File: config.mk
export PLATFORM = sky130hd
export DESIGN_NAME = command_frame_builder_dual_checksum_top
export DESIGN_NICKNAME = d
export VERILOG_FILES = /design/src/hw/rtl/cfbdc_pkg.sv /design/src/hw/rtl/command_frame_builder_dual_checksum_top.sv
export SDC_FILE = /design/constraint.sdc
export NUM_CORES = 1
export LEC_CHECK = 0
export BUFFER_PORTS_ARGS = -buffer_cell sky130_fd_sc_hd__buf_2
export CELL_PAD_IN_SITES_DETAIL_PLACEMENT = 0
export CELL_PAD_IN_SITES_GLOBAL_PLACEMENT = 1
export CORE_MARGIN = 2
export CORE_UTILIZATION = 48
export CTS_BUF_LIST = sky130_fd_sc_hd__clkbuf_16
export CTS_CLUSTER_DIAMETER = 200
export DETAILED_ROUTE_END_ITERATION = 10
export GPL_ROUTABILITY_DRIVEN = 1
export PLACE_DENSITY_LB_ADDON = 0.3
export SYNTH_ARGS = -nofsm -noshare
export SYNTH_HDL_FRONTEND = slang
export SYNTH_SLANG_ARGS = --single-unit
File: constraint.sdc
create_clock -name i_clk -period 5.5 [get_ports i_clk]
set_input_delay 1.1 -clock i_clk [delete_from_list [all_inputs] [get_ports i_clk]]
set_output_delay 1.1 -clock i_clk [all_outputs]
set_load 0.01 [all_outputs]
File: src/hw/rtl/cfbdc_pkg.sv
package cfbdc_pkg;

    // Operation codes of an input item.
    localparam logic OP_START = 1'b0;
    localparam logic OP_PARAM = 1'b1;

    // Fixed frame bytes.
    localparam logic [7:0] HDR_SYNC0 = 8'h58;
    localparam logic [7:0] HDR_SYNC1 = 8'h46;
    localparam logic [7:0] DATA_LEAD = 8'hF0;
    localparam logic [7:0] DATA_ZERO = 8'h00;

    // Header bytes plus lead bytes plus the data checksum.
    localparam logic [15:0] FRAME_EXTRA = 16'd10;

    // Longest run of bytes that one item can produce, and its counter width.
    localparam int MAX_RUN = 10;
    localparam int RUN_W   = $clog2(MAX_RUN + 1);

    // Run lengths of the item kinds.
    localparam logic [RUN_W-1:0] RUN_START_OPEN  = RUN_W'(9);
    localparam logic [RUN_W-1:0] RUN_START_CLOSE = RUN_W'(10);
    localparam logic [RUN_W-1:0] RUN_PARAM_OPEN  = RUN_W'(1);
    localparam logic [RUN_W-1:0] RUN_PARAM_CLOSE = RUN_W'(2);

    typedef struct packed {
        logic        op;
        logic [7:0]  frame_index;
        logic [7:0]  command_code;
        logic [15:0] param_count;
        logic [7:0]  param_byte;
    } t_in_item;

    typedef struct packed {
        logic [7:0] out_byte;
        logic       frame_end;
        logic       run_last;
    } t_out_item;

    // Two's-complement negation mod 256 of a checksum sum.
    function automatic logic [7:0] neg8(input logic [7:0] s);
        neg8 = 8'(~s + 8'd1);
    endfunction

endpackage

File: src/hw/rtl/command_frame_builder_dual_checksum_top.sv
// Channel | Direction | Handshake                 | Payload
// in      | input     | i_in_valid / o_in_stall   | i_in_data  (t_in_item)
// out     | output    | o_out_valid / i_out_stall | o_out_data (t_out_item)
//
// Each accepted item is turned into its run of frame bytes and held in a
// run register; the run drains one byte per cycle into the output register
// while the output is not stalled. A parameter item yields one byte (two
// when it closes the frame), a start item nine or ten. The next item is
// taken in the cycle the last byte of the current run leaves. Reset is
// synchronous, active low, and closes any open frame. A stalled output holds
// its byte, and the input stalls while a run is still draining.
module command_frame_builder_dual_checksum_top (
    input  logic                  i_clk,
    input  logic                  i_rst_n,
    input  logic                  i_in_valid,
    output logic                  o_in_stall,
    input  cfbdc_pkg::t_in_item   i_in_data,
    output logic                  o_out_valid,
    input  logic                  i_out_stall,
    output cfbdc_pkg::t_out_item  o_out_data
);
    import cfbdc_pkg::*;

    // Frame state.
    logic              r_open;
    logic [15:0]       r_params_left;
    logic [7:0]        r_data_sum;
    logic              n_open;
    logic [15:0]       n_params_left;
    logic [7:0]        n_data_sum;

    // Run register: bytes still to send for the current item.
    logic              r_job_valid;
    logic [7:0]        r_job_bytes [MAX_RUN];
    logic [RUN_W-1:0]  r_job_left;
    logic              r_job_fe;
    logic [7:0]        n_job_bytes [MAX_RUN];
    logic [RUN_W-1:0]  n_job_len;
    logic              n_job_fe;

    // Output register.
    logic              r_out_valid;
    t_out_item         r_out_data;

    logic              out_take;
    logic              emit;
    logic              job_done;
    logic              in_accept;
    logic [15:0]       frame_len;
    logic [7:0]        hdr_sum;
    logic [7:0]        lead_sum;
    logic [7:0]        param_sum;
    logic [15:0]       param_left;

    // Handshake control.
    assign out_take   = !r_out_valid || !i_out_stall;
    assign emit       = r_job_valid && out_take;
    assign job_done   = emit && (r_job_left == RUN_W'(1));
    assign o_in_stall = r_job_valid && !job_done;
    assign in_accept  = i_in_valid && !o_in_stall;

    assign o_out_valid = r_out_valid;
    assign o_out_data  = r_out_data;

    // Sums used by the checksums and the length field.
    assign frame_len  = 16'(i_in_data.param_count + FRAME_EXTRA);
    assign hdr_sum    = 8'(HDR_SYNC0 + HDR_SYNC1 + frame_len[7:0] + frame_len[15:8]
                           + i_in_data.frame_index);
    assign lead_sum   = 8'(DATA_LEAD + i_in_data.command_code);
    assign param_sum  = 8'(r_data_sum + i_in_data.param_byte);
    assign param_left = 16'(r_params_left - 16'd1);

    // Build the run of bytes for the incoming item and the next frame state.
    always_comb begin
        for (int k = 0; k < MAX_RUN; k++) begin
            n_job_bytes[k] = 8'h00;
        end
        n_job_len     = '0;
        n_job_fe      = 1'b0;
        n_open        = r_open;
        n_params_left = r_params_left;
        n_data_sum    = r_data_sum;
        if (i_in_data.op == OP_START) begin
            n_job_bytes[0] = HDR_SYNC0;
            n_job_bytes[1] = HDR_SYNC1;
            n_job_bytes[2] = frame_len[7:0];
            n_job_bytes[3] = frame_len[15:8];
            n_job_bytes[4] = i_in_data.frame_index;
            n_job_bytes[5] = neg8(hdr_sum);
            n_job_bytes[6] = DATA_LEAD;
            n_job_bytes[7] = DATA_ZERO;
            n_job_bytes[8] = i_in_data.command_code;
            n_data_sum     = lead_sum;
            if (i_in_data.param_count == 16'd0) begin
                n_job_bytes[9] = neg8(lead_sum);
                n_job_len      = RUN_START_CLOSE;
                n_job_fe       = 1'b1;
                n_open         = 1'b0;
                n_params_left  = 16'd0;
            end else begin
                n_job_len     = RUN_START_OPEN;
                n_open        = 1'b1;
                n_params_left = i_in_data.param_count;
            end
        end else if (r_open) begin
            // A parameter outside an open frame produces nothing.
            n_job_bytes[0] = i_in_data.param_byte;
            n_data_sum     = param_sum;
            n_params_left  = param_left;
            if (param_left == 16'd0) begin
                n_job_bytes[1] = neg8(param_sum);
                n_job_len      = RUN_PARAM_CLOSE;
                n_job_fe       = 1'b1;
                n_open         = 1'b0;
            end else begin
                n_job_len = RUN_PARAM_OPEN;
            end
        end
    end

    // Frame state update on each input transfer.
    always_ff @(posedge i_clk) begin
        if (!i_rst_n) begin
            r_open        <= 1'b0;
            r_params_left <= 16'd0;
            r_data_sum    <= 8'd0;
        end else if (in_accept) begin
            r_open        <= n_open;
            r_params_left <= n_params_left;
            r_data_sum    <= n_data_sum;
        end
    end

    // Run register control: load a new run, or count down as bytes leave.
    always_ff @(posedge i_clk) begin
        if (!i_rst_n) begin
            r_job_valid <= 1'b0;
            r_job_left  <= '0;
        end else if (in_accept && (n_job_len != '0)) begin
            r_job_valid <= 1'b1;
            r_job_left  <= n_job_len;
        end else if (emit) begin
            r_job_valid <= !job_done;
            r_job_left  <= RUN_W'(r_job_left - RUN_W'(1));
        end
    end

    // Run register payload: shift toward the head as bytes leave.
    always_ff @(posedge i_clk) begin
        if (in_accept && (n_job_len != '0)) begin
            r_job_bytes <= n_job_bytes;
            r_job_fe    <= n_job_fe;
        end else if (emit) begin
            for (int k = 0; k < MAX_RUN - 1; k++) begin
                r_job_bytes[k] <= r_job_bytes[k + 1];
            end
        end
    end

    // Output register: take the head byte whenever the output can move.
    always_ff @(posedge i_clk) begin
        if (!i_rst_n) begin
            r_out_valid <= 1'b0;
        end else if (out_take) begin
            r_out_valid <= r_job_valid;
        end
    end

    always_ff @(posedge i_clk) begin
        if (emit) begin
            r_out_data.out_byte  <= r_job_bytes[0];
            r_out_data.run_last  <= (r_job_left == RUN_W'(1));
            r_out_data.frame_end <= (r_job_left == RUN_W'(1)) && r_job_fe;
        end
    end

endmodule
# Word level (Yosys, flattened, before mapping)
# Index checks and enable logic that the tools add are counted.
[word_totals]
memories = 0
latchBits = 0
output_inout_bits = 12
input_bits = 45
wordCells = 82
reg_bits = 122
ramBits = 0
romBits = 0
[op_classes]
eq_ne = 2
bitwise = 4
shifts = 0
n_reduce_logical = 17
add_sub_neg = 11
n_div = 0
magnitude_cmp = 0
n_mul = 0
n_mux = 28
[ops]
columns = ["operator", "n"]
rows = [
  ["72-bit 2-to-1 mux", 2],
  ["16-bit 2-to-1 mux", 5],
  ["64-bit 2-to-1 mux", 1],
  ["16-bit zero test", 2],
  ["8-bit 2-to-1 mux", 4],
  ["8-bit by 1-bit adder with 8-bit output, second input constant", 3],
  ["8-bit adder", 3],
  ["8-bit NOT", 3],
  ["16-bit by 4-bit adder with 16-bit output, second input constant", 1],
  ["8-bit adder, first input constant", 2],
  ["16-bit by 1-bit subtractor with 16-bit output, second input constant", 1],
  ["4-bit 2-to-1 mux", 3],
  ["1-bit 2-to-1 mux", 10],
  ["1-bit logical AND", 6],
  ["2-bit 2-to-1 mux", 3],
  ["4-bit by 1-bit == test with 1-bit output, second input constant", 1],
  ["1-bit zero test", 4],
  ["4-bit nonzero test", 1],
  ["4-bit by 1-bit subtractor with 4-bit output, second input constant", 1],
  ["2-bit by 1-bit inequality test with 1-bit output, second input constant", 1],
  ["2-bit AND reduction", 1],
  ["2-bit nonzero test", 1],
  ["2-bit OR reduction", 1],
  ["1-bit logical OR", 1],
  ["1-bit NOT", 1],
]

# Longest topological paths before layout
[logic_depth]
depth_word = 10
mapped_depth = 15
ltp_nobuf = 15

# Least setup slack after synthesis
# OpenSTA, ideal clock, no wires.
[synth_timing]
path_type = "input to register"
from = "input i_in_data[10] in the netlist's numbering"
to = "register r_job_bytes[39] in the netlist's numbering (data pin)"
stages = 13
path_buffers = 0
path_slack_ps = 1193
setup_time_ps = 267
required_ps = 5233
arrival_time_ps = 4040
cell_sequence = "a21oi_1 > nor2_1 > xor2_1 > fa_1 > fa_1 > ha_1 > fa_1 > nor4_1 > nand2_1 > nor3_1 > xor2_1 > xnor2_1 > o21ai_0"
[synth_via]
elab_chain_cells = 8
word_cells_on_any_way = 13
[synth_lines]
columns = ["element", "line_no", "source"]
rows = [
  ["start: declaration", "command_frame_builder_dual_checksum_top.sv:17", "input cfbdc_pkg::t_in_item i_in_data,"],
  ["16-bit by 4-bit adder with 16-bit output", "command_frame_builder_dual_checksum_top.sv:66", "assign frame_len = 16'(i_in_data.param_count + FRAME_EXTRA);"],
  ["8-bit adder (2 in series)", "command_frame_builder_dual_checksum_top.sv:67", "assign hdr_sum = 8'(HDR_SYNC0 + HDR_SYNC1 + frame_len[7:0] + frame_len[15:8]"],
  ["8-bit adder", "command_frame_builder_dual_checksum_top.sv:68", "+ i_in_data.frame_index);"],
  ["8-bit NOT", "cfbdc_pkg.sv:42", "neg8 = 8'(~s + 8'd1);"],
  ["8-bit by 1-bit adder with 8-bit output", "cfbdc_pkg.sv:42", ""],
  ["64-bit 2-to-1 mux", "command_frame_builder_dual_checksum_top.sv:83", "if (i_in_data.op == OP_START) begin"],
  ["72-bit 2-to-1 mux *", "command_frame_builder_dual_checksum_top.sv:150", "if (in_accept && (n_job_len != '0)) begin"],
  ["end signal: assignment", "command_frame_builder_dual_checksum_top.sv:151", "r_job_bytes <= n_job_bytes;"],
  ["end signal: indexed assignment", "command_frame_builder_dual_checksum_top.sv:155", "r_job_bytes[k] <= r_job_bytes[k + 1];"],
  ["end: declaration", "command_frame_builder_dual_checksum_top.sv:34", "logic [7:0] r_job_bytes [MAX_RUN];"],
]
# Every way passes the cells marked *; elsewhere a longest branch is shown, timed or not.
# A chain may end at the register's enable or synchronous reset.

# Worst setup path after layout
[layout_timing]
from = "input i_in_data[9] in the netlist's numbering"
to = "register r_job_bytes[39] in the netlist's numbering (data pin)"
# The elaborated chain is that of the path after synthesis.

==> metrics.yaml <==
grt:
  grt_pass1_vias: 4936
  antenna_found_initial: 0
  grt_max_degree: 65
  grt.overflow.total: 0
  grtUsageTotal_pct: 23.0
  grt_first_pass_wirelength_mm: 25.8
critical_path:
  worst-path-stages: 14
  cp-startpoint: "i_in_data[9]"
  reg2reg_depth: 9
  critPathSlowestCell: "fa_1"
  start_kind: "input port"
  r2r-start: "r_data_sum[0]$_SDFFE_PN0P_"
  regToRegSetupSlack_ns: 2.16
  r2r_end: "r_job_bytes[71]$_DFFE_PP_"
  critPathMaxFanout: 6
  critPathArrivalTime_ns: 4.51
  crit_family: "adder cells"
  worst_path_most_repeated_cell: "fa_1"
  slowest_delay_ns: 0.48
  cp-end-kind: "flip-flop"
  criticalPathCategory: "input port to flip-flop"
  crit_chain: "buf_2 -> a21oi_1 -> nor2_1 -> xor2_1 -> fa_1 -> fa_1 -> ha_1 -> fa_1 -> nor4_1 -> nand2_1 -> nor3_1 -> xor2_1 -> xnor2_1 -> o21ai_0"
  cp.required_ns: 5.65
  worstPathBufferInverterCount: 1
  worstSetupEndpoint: "r_job_bytes[39]$_DFFE_PP_"
route:
  route.detailed.wl_per_inst_um: 18.3
  dr.pass1.iters: 5
  drt-total-wl_mm: 16.1
  antenna_left: 0
  vias: 5047
  drtIter0Drc: 378
  remaining_drc_errors: 0
  viasPerCell: 5.74
yosys:
  ys_ff_latch: 122
  synth_area_um2: 6700
  synth.largest_area_cell: "edfxtp_1"
  synth.avg_cell_area_um2: 10.5
  async_flop_share_pct: 0
  netlist-cell-type-count: 57
  netlist_top_cells_area: "edfxtp_1 (41%), dfxtp_1 (9.3%), ha_1 (5.2%), nand2_1 (4.5%), xnor2_1 (4.2%)"
  synth-seq-area-share_pct: 50.1
  yosysWarningCount: 0
  synth_edf_count: 91
  ys.flop_type: "edfxtp_1"
  synthCells: 635
  syn_nets: 717
  synth_top_area_share_pct: 40.8
floorplan:
  die_w_um: 122
  die_area_um2: 14900
  io_pins: 57
  die_h_um: 122
  core_region_area_um2: 13800
  start_util_pct: 48.6
  num_rows: 43
placement:
  place.gp.congestion: 0.851
  post-dp-hpwl_mm: 11.2
  dp_cells: 848
  post_dp_cell_area_um2: 7150
  io_buffers: 56
power:
  p_switching_mw: 0.888
  p_per_area_nw_per_um2: 407
  p_seq_share_pct: 39.7
  leakage_nw: 3.22
  sw_frac_of_total_pct: 28.1
  ir_worst_vdd_uv: 211
  power_mw: 3.16
  pwr-share-clk_pct: 37.3
  combPwrFrac_pct: 23.0
  intPower_mw: 2.27
clocking:
  cts_sinks: 122
  cts_made_buffers: 17
  cts_post_setup_buffers_inserted: 0
  clk_path_buf_depth: 2
  cts_resized: 0
  clk_pin_slew_worst_paths_ns: 0.05
  cts_tree: "built"
  h-tree-depth: 4
  holdBufCountCts: 0
  clock_latency_ns: 0.42
  root_buffer: "clkbuf_16"
finish:
  drive_above_1_share_pct: 14.0
  design_area_um2: 7760
  utilization_pct: 56.4
  post_layout_nonfiller_instances: 880
  num-fill-cells: 1252
  diodes: 0
  area_delta_synth_final_pct: 15.9
  final_nets: 769
timing:
  rsz0062_at_grt: "no"
  slew-limit-headroom_pct: 29.0
  fmax_mhz: 229
  drv_slew: 0
  skew_ns: 0.00834
  finalCritPeriodShare_pct: 79.4
  tightest_slew_ns: 1.04
  hold_violations: 0
  setup_violations: 0
  setup_tns_ns: 0
  fin_crit_ns: 4.37
run:
  max_cap_viol_count: 0
hold_path:
  hp-class: "flip-flop to flip-flop"
outcome:
  status: "finished, final reports clean"
layout make-up:
type                    count  area, um^2  area share [%]
well taps                 180         225            2.90
repair buffers             62         325            4.19
clock buffers              17         425            5.48
clock inverters            15         190            2.45
inverters                  41         154            1.98
multi-input cells         443        3090            39.8
flip-flops and latches    122        3350            43.2
power by group through the flow:
stage          Combinational (mW)  Sequential (mW)  Clock, mW
2_1_floorplan               0.542             1.25          0
3_3_place_gp                0.716             1.26          0
3_5_place_dp                0.725             1.27          0
4_1_cts                     0.731             1.25       1.19
5_1_grt                     0.815             1.27       1.23
6_report                    0.726             1.25       1.18
kinds of logic (layout without fill, tap and decap cells):
kind of cell | count (synthesis) | after routing | synth area share [%]
multiplexers | 8 | 8 | 1.20
AND/OR/NAND/NOR | 196 | 196 | 14.2
XOR/XNOR | 58 | 58 | 7.59
adder cells (fa/ha/maj) | 37 | 37 | 7.92
AO/OA/AOI/OAI | 144 | 144 | 15.1
flip-flops | 122 | 122 | 50.1
buffers and inverters | 70 | 135 | 3.94
how the worst min path moves through the flow:
stage / endpoint / cells past startpoint / startpoint / slack, ns
after floorplan: o_out_data[2]$_DFFE_PP_ / 0 / r_job_bytes[72]$_DFFE_PP_ / 0.40
after global placement: o_out_data[5]$_DFFE_PP_ / 0 / r_job_bytes[75]$_DFFE_PP_ / 0.40
after detailed placement: o_out_data[5]$_DFFE_PP_ / 0 / r_job_bytes[75]$_DFFE_PP_ / 0.41
after CTS: o_out_data[8]$_DFFE_PP_ / 0 / r_job_bytes[78]$_DFFE_PP_ / 0.42
after global routing: o_out_data[2]$_DFFE_PP_ / 0 / r_job_bytes[72]$_DFFE_PP_ / 0.43
final: o_out_data[8]$_DFFE_PP_ / 0 / r_job_bytes[78]$_DFFE_PP_ / 0.42
sequential cells by signal, summed over array words and instances (netlist names):
name / cells
r_params_left: 16
r_job_valid: 1
o_out_data: 10
o_out_valid: 1
r_job_bytes: 80
r_job_fe: 1
r_data_sum: 8
r_job_left: 4
r_open: 1
synthesized netlist by cell type, drive strengths merged (14+ instances only):
cell type  number
xor2           26
dfxtp          31
a21oi          25
a22o           19
edfxtp         91
inv            40
nor3           17
xnor2          32
o21ai          42
clkbuf         25
nand2          80
and3           14
ha             28
nor2           33
placed cells by master, fill, tap and decap left out, drive strengths merged, types with 17 or more instances in the layout:
master | netlist | layout
clkbuf | 25 | 17
nor3 | 17 | 17
xnor2 | 32 | 32
xor2 | 26 | 26
a21oi | 25 | 25
a22o | 19 | 19
edfxtp | 91 | 91
ha | 28 | 28
nand2 | 80 | 80
o21ai | 42 | 42
inv | 40 | 44
nor2 | 33 | 33
buf | 4 | 62
dfxtp | 31 | 31
per-layer routing:
metal | vias to the layer above | GRT usage (%) | share of wire [%]
met5 | - | 0 | 0
met4 | 0 | 8.41 | 1.7
met3 | 21 | 5.10 | 5.6
met2 | 157 | 36.4 | 48
met1 | 2457 | 31.1 | 45
li1 | 2412 | - | -
metrics by stage:
step | setup slack [ns] | hold WS (ns)
after floorplan | 1.19 | 0.400
final | 1.13 | 0.417
after CTS | 1.18 | 0.417
after global routing | 0.879 | 0.429
after global placement | 0.834 | 0.402
after detailed placement | 0.745 | 0.405
Power figures use the tool's default switching activity.
